===== src/hw/rtl/button_debounce_hold_timer_top_assert.svh =====
// Assertion macros shared by the RTL of the button debouncer.
// Define NO_ASSERTIONS to compile the checks out.
`ifndef BUTTON_DEBOUNCE_HOLD_TIMER_TOP_ASSERT_SVH
`define BUTTON_DEBOUNCE_HOLD_TIMER_TOP_ASSERT_SVH

`ifndef NO_ASSERTIONS

// Same-cycle implication, disabled while reset is high.
`define BDHT_ASSERT_NOW(label, clk, rst, ante, cons) \
   label: assert property (@(posedge clk) disable iff (rst) (ante) |-> (cons)) \
      else $error("debouncer check failed");

// Next-cycle implication, disabled while reset is high.
`define BDHT_ASSERT_NEXT(label, clk, rst, ante, cons) \
   label: assert property (@(posedge clk) disable iff (rst) (ante) |=> (cons)) \
      else $error("debouncer check failed");

`else

`define BDHT_ASSERT_NOW(label, clk, rst, ante, cons)
`define BDHT_ASSERT_NEXT(label, clk, rst, ante, cons)

`endif

`endif


===== src/hw/rtl/bdht_pkg.sv =====
package bdht_pkg;

   // Field widths fixed by the interface.
   localparam int DEBOUNCE_WIDTH   = 16;
   localparam int COUNT_WIDTH      = 16;
   localparam int OUT_TIME_WIDTH   = 32;

   // Default width of the internal tick arithmetic.
   localparam int TIME_BITS_DEFAULT = 32;

   // Settle window after reset, in ticks.
   localparam logic [DEBOUNCE_WIDTH-1:0] DEBOUNCE_RESET = 16'd25;

   // The pin is active low.
   localparam logic PIN_PRESSED = 1'b0;

   typedef struct packed {
      logic pin_level;
      logic take_release;
   } req_type;

   typedef struct packed {
      logic                      is_down;
      logic [OUT_TIME_WIDTH-1:0] held_time;
      logic [COUNT_WIDTH-1:0]    press_total;
      logic                      release_valid;
      logic [OUT_TIME_WIDTH-1:0] release_duration;
   } rsp_type;

endpackage


===== src/hw/rtl/button_debounce_hold_timer_top.sv =====
// Button debouncer with hold timer and press counter.
//
// Each transfer on the req_ channel is one millisecond tick carrying the raw,
// active-low pin level and a request to consume a pending release. Each
// request gives exactly one transfer on the rsp_ channel with the debounced
// level, the live held time, the press count and any release consumed.
// The csr_ channel writes the settle window in ticks; it is always ready
// and is meant to be written only while no tick is in flight.
//
// A request transfer passes through the input register and then the result
// register before its response transfer; while the receiver stalls a full
// result register, the tick waits in the input register. A new tick is taken
// in every cycle unless req_stall is high, so throughput is one tick per cycle;
// the state update of one tick is two increments, three subtractions and three
// compares between the input and result registers.
//
// Reset (synchronous, active high) empties both registers, clears all tick
// state and loads the settle window with 25. When the receiver stalls, the
// result is held and one further request is still taken into the input
// register; only when both are full is req_stall raised.
module button_debounce_hold_timer_top
   import bdht_pkg::*;
#(
   parameter int TIME_BITS = TIME_BITS_DEFAULT
) (
   input  logic                      clock,
   input  logic                      reset,

   input  logic                      req_valid,
   output logic                      req_stall,
   input  req_type                   req_data,

   output logic                      rsp_valid,
   input  logic                      rsp_stall,
   output rsp_type                   rsp_data,

   input  logic                      csr_valid,
   output logic                      csr_ready,
   input  logic [DEBOUNCE_WIDTH-1:0] csr_data
);

`include "button_debounce_hold_timer_top_assert.svh"

   // Configuration register.
   logic [DEBOUNCE_WIDTH-1:0] settle_win_ff;

   // Input register.
   logic    in_valid_ff, in_valid_in;
   req_type in_ff;

   // Result register.
   logic    rsp_valid_ff, rsp_valid_in;
   rsp_type rsp_ff, rsp_in;

   // Tick state.
   logic                   started_ff, started_in;
   logic [TIME_BITS-1:0]   tick_now_ff, tick_now_in;
   logic                   last_raw_ff, last_raw_in;
   logic                   stable_ff, stable_in;
   logic [TIME_BITS-1:0]   change_time_ff, change_time_in;
   logic [TIME_BITS-1:0]   press_start_ff, press_start_in;
   logic [COUNT_WIDTH-1:0] press_count_ff, press_count_in;
   logic                   pending_ff, pending_in;
   logic [TIME_BITS-1:0]   hold_length_ff, hold_length_in;

   logic                   out_ready;
   logic                   advance;
   logic                   req_accept;
   logic                   raw;
   logic [TIME_BITS-1:0]   settle_time;
   logic [TIME_BITS-1:0]   held;

   // The result register can take a new value when it is empty or being read.
   assign out_ready  = !rsp_valid_ff || !rsp_stall;
   assign advance    = in_valid_ff && out_ready;
   assign req_stall  = in_valid_ff && !out_ready;
   assign req_accept = req_valid && !req_stall;

   assign csr_ready  = 1'b1;
   assign rsp_valid  = rsp_valid_ff;
   assign rsp_data   = rsp_ff;

   assign in_valid_in  = req_accept ? 1'b1 : (advance ? 1'b0 : in_valid_ff);
   assign rsp_valid_in = advance ? 1'b1 : (rsp_valid_ff && rsp_stall);

   // The pin reads pressed when it is low.
   assign raw = (in_ff.pin_level == PIN_PRESSED);

   always_comb begin
      started_in     = started_ff;
      tick_now_in    = tick_now_ff;
      last_raw_in    = last_raw_ff;
      stable_in      = stable_ff;
      change_time_in = change_time_ff;
      press_start_in = press_start_ff;
      press_count_in = press_count_ff;
      pending_in     = pending_ff;
      hold_length_in = hold_length_ff;
      settle_time    = '0;
      held           = '0;
      rsp_in         = '0;

      if (!started_ff) begin
         // The first tick seeds the levels from the pin without debouncing.
         started_in     = 1'b1;
         change_time_in = tick_now_ff;
         last_raw_in    = raw;
         stable_in      = raw;
         if (raw) begin
            press_start_in = tick_now_ff;
         end
      end else begin
         tick_now_in = tick_now_ff + TIME_BITS'(1);
         settle_time = tick_now_in - change_time_ff;
         if (raw != last_raw_ff) begin
            // Any change of the raw level restarts the settle window.
            last_raw_in    = raw;
            change_time_in = tick_now_in;
         end else if ((raw != stable_ff) &&
                      (settle_time >= TIME_BITS'(settle_win_ff))) begin
            stable_in = raw;
            if (raw) begin
               press_start_in = tick_now_in;
               press_count_in = press_count_ff + COUNT_WIDTH'(1);
            end else begin
               hold_length_in = tick_now_in - press_start_ff;
               pending_in     = 1'b1;
            end
         end
      end

      if (stable_in) begin
         held = tick_now_in - press_start_in;
      end

      rsp_in.is_down     = stable_in;
      rsp_in.held_time   = OUT_TIME_WIDTH'(held);
      rsp_in.press_total = press_count_in;

      // A release latched on this tick may be consumed by the same tick.
      if (in_ff.take_release && pending_in) begin
         pending_in              = 1'b0;
         rsp_in.release_valid    = 1'b1;
         rsp_in.release_duration = OUT_TIME_WIDTH'(hold_length_in);
      end
   end

   always_ff @(posedge clock) begin
      if (reset) begin
         settle_win_ff  <= DEBOUNCE_RESET;
         in_valid_ff    <= 1'b0;
         rsp_valid_ff   <= 1'b0;
         started_ff     <= 1'b0;
         tick_now_ff    <= '0;
         last_raw_ff    <= 1'b0;
         stable_ff      <= 1'b0;
         change_time_ff <= '0;
         press_start_ff <= '0;
         press_count_ff <= '0;
         pending_ff     <= 1'b0;
         hold_length_ff <= '0;
      end else begin
         in_valid_ff  <= in_valid_in;
         rsp_valid_ff <= rsp_valid_in;
         if (csr_valid && csr_ready) begin
            settle_win_ff <= csr_data;
         end
         if (advance) begin
            started_ff     <= started_in;
            tick_now_ff    <= tick_now_in;
            last_raw_ff    <= last_raw_in;
            stable_ff      <= stable_in;
            change_time_ff <= change_time_in;
            press_start_ff <= press_start_in;
            press_count_ff <= press_count_in;
            pending_ff     <= pending_in;
            hold_length_ff <= hold_length_in;
         end
      end
   end

   // Payload registers need no reset.
   always_ff @(posedge clock) begin
      if (req_accept) begin
         in_ff <= req_data;
      end
      if (advance) begin
         rsp_ff <= rsp_in;
      end
   end

   // A request is never taken into a full input register that is not moving on.
   `BDHT_ASSERT_NOW(a_no_overwrite, clock, reset,
      req_valid && !req_stall, !in_valid_ff || advance)

   // The press count only moves on a debounced press.
   `BDHT_ASSERT_NOW(a_count_on_press, clock, reset,
      advance && (press_count_in != press_count_ff), stable_in && !stable_ff)

   // A consumed release must have been asked for by the same tick.
   `BDHT_ASSERT_NOW(a_release_asked, clock, reset,
      advance && rsp_in.release_valid, in_ff.take_release)

   // A tick that moves on shows up in the result register next cycle.
   `BDHT_ASSERT_NEXT(a_result_loaded, clock, reset, advance, rsp_valid_ff)

   // The held time is zero while the button is up.
   `BDHT_ASSERT_NOW(a_held_zero_up, clock, reset,
      rsp_valid_ff && !rsp_ff.is_down, rsp_ff.held_time == '0)

endmodule

===== config.mk =====
export PLATFORM = sky130hd
export DESIGN_NAME = button_debounce_hold_timer_top
export DESIGN_NICKNAME = d
export VERILOG_FILES = /design/src/hw/rtl/bdht_pkg.sv /design/src/hw/rtl/button_debounce_hold_timer_top.sv
export VERILOG_INCLUDE_DIRS = /design/src /design/src/hw/rtl
export SDC_FILE = /design/constraint.sdc
export NUM_CORES = 1
export LEC_CHECK = 0
export BUFFER_PORTS_ARGS = -buffer_cell sky130_fd_sc_hd__buf_2
export CAP_MARGIN = 20
export CORE_MARGIN = 1.5
export CORE_UTILIZATION = 56
export DETAILED_ROUTE_END_ITERATION = 7
export PLACE_DENSITY = 0.77
export SYNTH_ARGS = -nofsm -noshare
export SYNTH_HDL_FRONTEND = slang
export SYNTH_SLANG_ARGS = --single-unit

===== constraint.sdc =====
create_clock -name clock -period 10.6 [get_ports clock]
set_input_delay 1.06 -clock clock [delete_from_list [all_inputs] [get_ports clock]]
set_output_delay 1.06 -clock clock [all_outputs]
set_load 0.01 [all_outputs]

==> out/qor.csv, run 1 <==
metric,value,unit
htree depth,1,
Hold Buf Count CTS,0,
Syn Nets,2235,
vias in the first global route,13769,
Final HPWL DP,33.1,mm
Routed WL per cell,18.0,um
synthesis warning total,0,
Post-Route WL,45.6,mm
Yosys reg bits,250,
die width,177,um
crit-path max cell delay,380,ps
Layout Area Growth over Synthesis,10.5,%
Slew HR,29.4,%
final total power,2.52,mW
ys flop type,dfxtp_1,
Max VDD drop,0.110,mV
Tmin final,10020,ps
TritonRoute pass-1 iters,7,
antenna violations before repair,0,
maximum fanout along the worst path,12,
internal reg-to-reg setup slack,580,ps
Avg Inst Size Synth,8.07,sq um
Critical Path RT,10910,ps
first-pass GRT wire length,72.2,mm
worst-margin pin slew,1060,ps
total CTS buffers,28,
core area,29700,sq um
startpoint types,flop,
Antenna Violating Nets Remaining,0,
Max Transition Viols Final,0,
final worst slack,580,ps
drt via density,5.98,
"EDFF count, synth",84,
highest-count cells in the layout ignoring fill and taps,"275 x nand2_1, 224 x nor2_1, 191 x a21oi_1, 164 x dfxtp_1, 117 x inv_1",
n_diodes,0,
"most common cell after layout, fill and taps aside",nand2_1,
"CTS clk-pin slew, worst paths",60,ps
FILL cells,2610,
Skew-Pair Late Insertion Delay,570,ps
post-synthesis sequential area ratio,34.4,%
Yosys cell types,86,
status,finished clean,
fmax,99.8,MHz
type of the worst setup path,flop to flop,
share of layout cells above drive strength 1,11.8,%
CTS Buffer Depth,3,
Worst setup EP type,flop,
hold_ws,455,ps
Overflow after GRT,0,
Lkg Pwr,7.65,nW
PwrDens,135,nW/um^2
Placer Congestion,0.967,
Tot GR Track Use,28.8,%
number of max-cap violations,0,
DR vias,15201,
Tcrit/Tclk final,94.5,%
"Arr. time, crit path",10330,ps
DP Worst Slack,73.1,ps
slowest cell on the critical path,dfxtp_2,
Placed Cells,2489,
Hold WC Path Type,flop to flop,
# port buffers,106,
Die H,177,um
starting DRC count in detailed routing,1371,
die area,31400,sq um
Fin. Hold Viols,0,
detailed-route DRC error count,0,
Layout Cells excl Fill,2542,
Ports,108,
largest net degree at the start of global routing,81,
# setup viols final,0,
Post-Synthesis Cells,2103,
fin nets,2262,
CTS sink cnt,250,
Rows,63,
Initial Utilization,57.1,%
Worst Skew,18.5,ps
synthesized cell area,17000,sq um
CTS tree,yes,
Async SR Flop Fraction,0,%
CTS root buf,clkbuf_16,
==> synthesized netlist by cell type, types with 4 or more instances <==
library cell	instances	area, sq um
o21ai_1	7	35.0
a211oi_1	52	390
o211ai_1	13	97.6
a21o_1	31	233
mux2i_1	34	340
clkbuf_1	105	394
o21ai_0	91	455
inv_1	118	443
and3_1	35	219
nor3b_1	6	45.0
nor2b_1	13	81.3
a31oi_1	18	113
and4_1	5	43.8
a31o_2	5	43.8
o21a_1	15	113
o22ai_1	13	81.3
and2_1	10	62.6
nor2_1	225	845
nand2b_1	28	175
nand4_1	20	125
nor4_1	5	31.3
o221ai_1	8	70.1
mux2_2	11	124
edfxtp_1	84	2520
nor4b_1	4	35.0
xnor2_1	103	902
o31ai_1	4	30.0
nand3_1	39	195
a311oi_1	4	35.0
a21boi_0	9	67.6
xor2_1	75	657
buf_2	13	65.1
nor3_1	40	200
buf_1	12	45.0
dfxtp_1	166	3320
a21oi_1	193	966
or3_1	19	119
nand2_1	276	1040
ha_1	106	1330
or2_2	5	31.3
a32oi_1	6	52.6
o21bai_1	15	113
==> state kept, by name (all words and copies together) (netlist names), 2 cells and up <==
| name | count |
|---|---|
| hold_length_ff | 32 |
| press_start_ff | 32 |
| settle_win_ff | 16 |
| change_time_ff | 32 |
| press_count_ff | 16 |
| tick_now_ff | 32 |
| rsp_data | 82 |
| in_ff | 2 |
==> report_power, final <==
group,internal (mW),switching (mW)
registers,1.03,0.0173
clock network,0.604,0.422
logic,0.172,0.279
==> worst max-delay path, delay by kind of cell, from the launching register on <==
family | cells | cell delay, ps
buffers and inverters | 1 | 180
flip-flops | 1 | 380
XOR/XNOR | 1 | 210
AND/OR/NAND/NOR | 22 | 4860
AO/OA/AOI/OAI | 17 | 3250
adder cells (fa/ha/maj) | 3 | 870
==> per-layer routing <==
metal / GRT usage, % / vias to the layer above / part of all wire [%]
li1: - / 7386 / -
met1: 41.9 / 7076 / 45
met2: 43.3 / 659 / 43
met3: 5.43 / 80 / 9.6
met4: 8.05 / 0 / 2.5
met5: 0 / - / 0
==> path summary, 6_finish.rpt <==
kind,startpoint,end,cells past startpoint
max,tick_now_ff[1],rsp_data[80],44
min,hold_length_ff[22],hold_length_ff[22],2
min reg2reg,hold_length_ff[22],hold_length_ff[22],2
max reg2reg,tick_now_ff[1],rsp_data[80],44
==> logic make-up after synthesis <==
kind of cell    Yosys count  share of synthesized area (%)
simple gates            744                           19.9
compound gates          521                           19.5
buf+inv                 253                           5.85
flops                   250                           34.4
xor+xnor                178                           9.19
fa+ha+maj               110                           8.24
mux                      46                           2.82
other cells               1                         0.0221
==> cell type report <==
class / count / area, sq um / area share [%]
clock buffer: 36 / 793 / 4.23
clock inverter: 16 / 181 / 0.967
inverter: 118 / 445 / 2.37
multi-input combinational: 1600 / 10300 / 54.8
sequential: 250 / 5850 / 31.2
tap: 390 / 488 / 2.60
timing repair buffer: 132 / 732 / 3.90
==> through the flow <==
step	area [sq um]	setup TNS [ps]	util (%)
after floorplan	17000	0	-
after global placement	17700	0	59.5
after detailed placement	17700	0	59.5
after CTS	18700	0	62.8
after global routing	18800	-31.9	63.1
final	18800	0	63.1
==> timing repair <==
| item | CTS | global route |
|---|---|---|
| resized for setup | 1 | 24 |
| setup endpoints to repair | 1 | 21 |
| setup buffers | 0 | 1 |
| pin swaps | 0 | 3 |
Note: power is estimated with default switching activity, not from simulation.
==> run 2: changes to the inputs <==
CELL_PAD_IN_SITES_DETAIL_PLACEMENT = 1   (was not set)
CELL_PAD_IN_SITES_GLOBAL_PLACEMENT = 1   (was not set)
CORE_UTILIZATION = 42   (was 56)
PLACE_DENSITY = not set   (was 0.77)
PLACE_DENSITY_LB_ADDON = 0.1   (was not set)
==> run 2 against run 1 <==
Clock-buffer cell count up 2. Clock skew up 1.0 ps. Setup slack better by 32 ps. Combinational power up 3%. Critical path depth up 3. Power up 2.5%. Critical path type unchanged.
==> out/qor.csv, run 2 (same netlist as run 1, synthesis figures left out) <==
metric,value,unit,change
Critical Path RT,10920,ps,about the same
Worst Skew,19.6,ps,+1.04 ps
worst-margin pin slew,1050,ps,-11.7 ps
fin nets,2272,,+0.44%
Crit path max-delay family,compound AO/OA/AOI/OAI gates,,
number of max-cap violations,0,,unchanged
maximum fanout along the worst path,9,,-3
htree depth,1,,unchanged
share of layout cells above drive strength 1,12.0,%,+0.26 points
Routed WL per cell,20.4,um,+14%
Worst setup EP type,flop,,
type of the worst setup path,flop to flop,,
n_diodes,0,,unchanged
Hold WC Path Type,flop to flop,,
Placer Congestion,0.946,,-2.2%
Tot GR Track Use,26.3,%,-2.5 points
"Arr. time, crit path",10310,ps,-20 ps
DR vias,15205,,+0.026%
CP most frequent cell,buf_4,,
drt via density,5.65,,-5.4%
CTS sink cnt,250,,unchanged
Hold Buf Count CTS,0,,unchanged
# setup viols final,0,,unchanged
Rows,73,,+16%
max reg flops,82,,unchanged
Max VDD drop,0.126,mV,+15%
status,finished clean,,
highest-count cells in the layout ignoring fill and taps,"275 x nand2_1, 223 x nor2_1, 191 x a21oi_1, 163 x dfxtp_1, 117 x inv_1",,
first-pass GRT wire length,86.8,mm,+20%
Skew-Pair Late Insertion Delay,590,ps,+20 ps
Final HPWL DP,40.4,mm,+22%
Reg power frac,40.6,%,-0.8 points
Post-DP Area,17900,sq um,+1.3%
DP Worst Slack,168,ps,+94.6 ps
Slew HR,30.2,%,+0.78 points
Post-Route WL,54.9,mm,+20%
Initial Utilization,42.6,%,-14 points
largest net degree at the start of global routing,95,,+17%
CTS tree,yes,,
Worst Path Buf+Inv,4,,+3
Fin. Hold Viols,0,,unchanged
die width,204,um,+15%
total CTS buffers,30,,+7.1%
Ports,108,,unchanged
final total power,2.59,mW,+2.5%
vias in the first global route,15369,,+12%
internal power,1.83,mW,+1.5%
Antenna Violating Nets Remaining,0,,unchanged
Multi-input gate area,10300,sq um,about the same
CTS root buf,clkbuf_16,,
Layout Area Growth over Synthesis,12.1,%,
slowest cell on the critical path,dfxtp_1,,
Comb pwr share,18.1,%,+0.2 points
antenna violations before repair,1,,+1
# port buffers,106,,unchanged
FILL cells,4824,,+85%
Sequential Area,5850,sq um,about the same
startpoint types,flop,,
PwrDens,136,nW/um^2,+1.1%
Die H,204,um,+15%
Sw Ratio,29.2,%,+0.70 points
post-route cell area,19000,sq um,+1.4%
core area,39800,sq um,+34%
clock share of power,41.4,%,+0.7 points
detailed-route DRC error count,0,,unchanged
starting DRC count in detailed routing,761,,-44%
TritonRoute pass-1 iters,4,,-3
Overflow after GRT,0,,unchanged
Max Transition Viols Final,0,,unchanged
"most common cell after layout, fill and taps aside",nand2_1,,
Lkg Pwr,7.71,nW,+0.80%
Net Sw Power,0.755,mW,+5.0%
die area,41600,sq um,+33%
CTS Buffer Depth,3,,unchanged
crit-path max cell delay,380,ps,about the same
final worst slack,612,ps,+32.0 ps
"CTS clk-pin slew, worst paths",60,ps,about the same
hold_ws,458,ps,+3.71 ps
Tmin final,9990,ps,-32.0 ps
Tcrit/Tclk final,94.2,%,-0.30 points
fmax,100,MHz,+0.32%
## run 2: power by group through the flow
stage | sequential [mW] | clock, mW | combinational [mW]
2_1_floorplan | 1.07 | 0 | 0.318
3_3_place_gp | 1.07 | 0 | 0.450
3_5_place_dp | 1.07 | 0 | 0.459
4_1_cts | 1.05 | 1.09 | 0.463
5_1_grt | 1.05 | 1.13 | 0.518
6_report | 1.05 | 1.07 | 0.467
## run 2: area by class of cell
class | count | area share [%]
clock buffer | 38 | 4.21
clock inverter | 18 | 1.03
inverter | 118 | 2.35
multi-input combinational | 1600 | 54.0
sequential | 250 | 30.7
tap | 525 | 3.45
timing repair buffer | 140 | 4.18
## run 2: stage by stage
stage / TNS, ps / utilization (%) / instances
after detailed placement: 0 / 45.0 / 2632
final: 0 / 47.8 / 2689
after global routing: -13.2 / 47.8 / 2689
after floorplan: 0 / - / 2103
after CTS: 0 / 47.5 / 2688
after global placement: 0 / 45.0 / 2632
## run 2: repair_timing
action | CTS | global route
setup buffers | 0 | 0
setup endpoints to repair | 0 | 19
resized for setup | 0 | 24
## run 2: layer usage
| layer | part of all wire [%] | GRT usage [%] | up-vias |
|---|---|---|---|
| met1 | 50 | 38.8 | 7475 |
| met2 | 44 | 41.3 | 297 |
| met3 | 4.6 | 3.14 | 43 |
| met5 | 0 | 0 | - |
| met4 | 1.4 | 5.28 | 0 |
| li1 | - | - | 7390 |
## run 2: worst paths after layout
path | end | cells after the start | start | slack (ps)
setup / recovery | rsp_data[80] | 47 | tick_now_ff[0] | 610
hold / removal | hold_length_ff[10] | 2 | hold_length_ff[10] | 460
setup reg to reg | rsp_data[80] | 47 | tick_now_ff[0] | 610
hold reg to reg | hold_length_ff[10] | 2 | hold_length_ff[10] | 460
## run 2: worst reg2reg max path: cells and delay by family, from the launching register on
family | cells | cell delay (ps)
DFF | 1 | 380
buffers and inverters | 4 | 790
and+or+nand+nor | 18 | 3630
AOI/OAI and AO/OA | 20 | 3680
adders and majority gates | 3 | 900
xor gates and xnor gates | 2 | 360
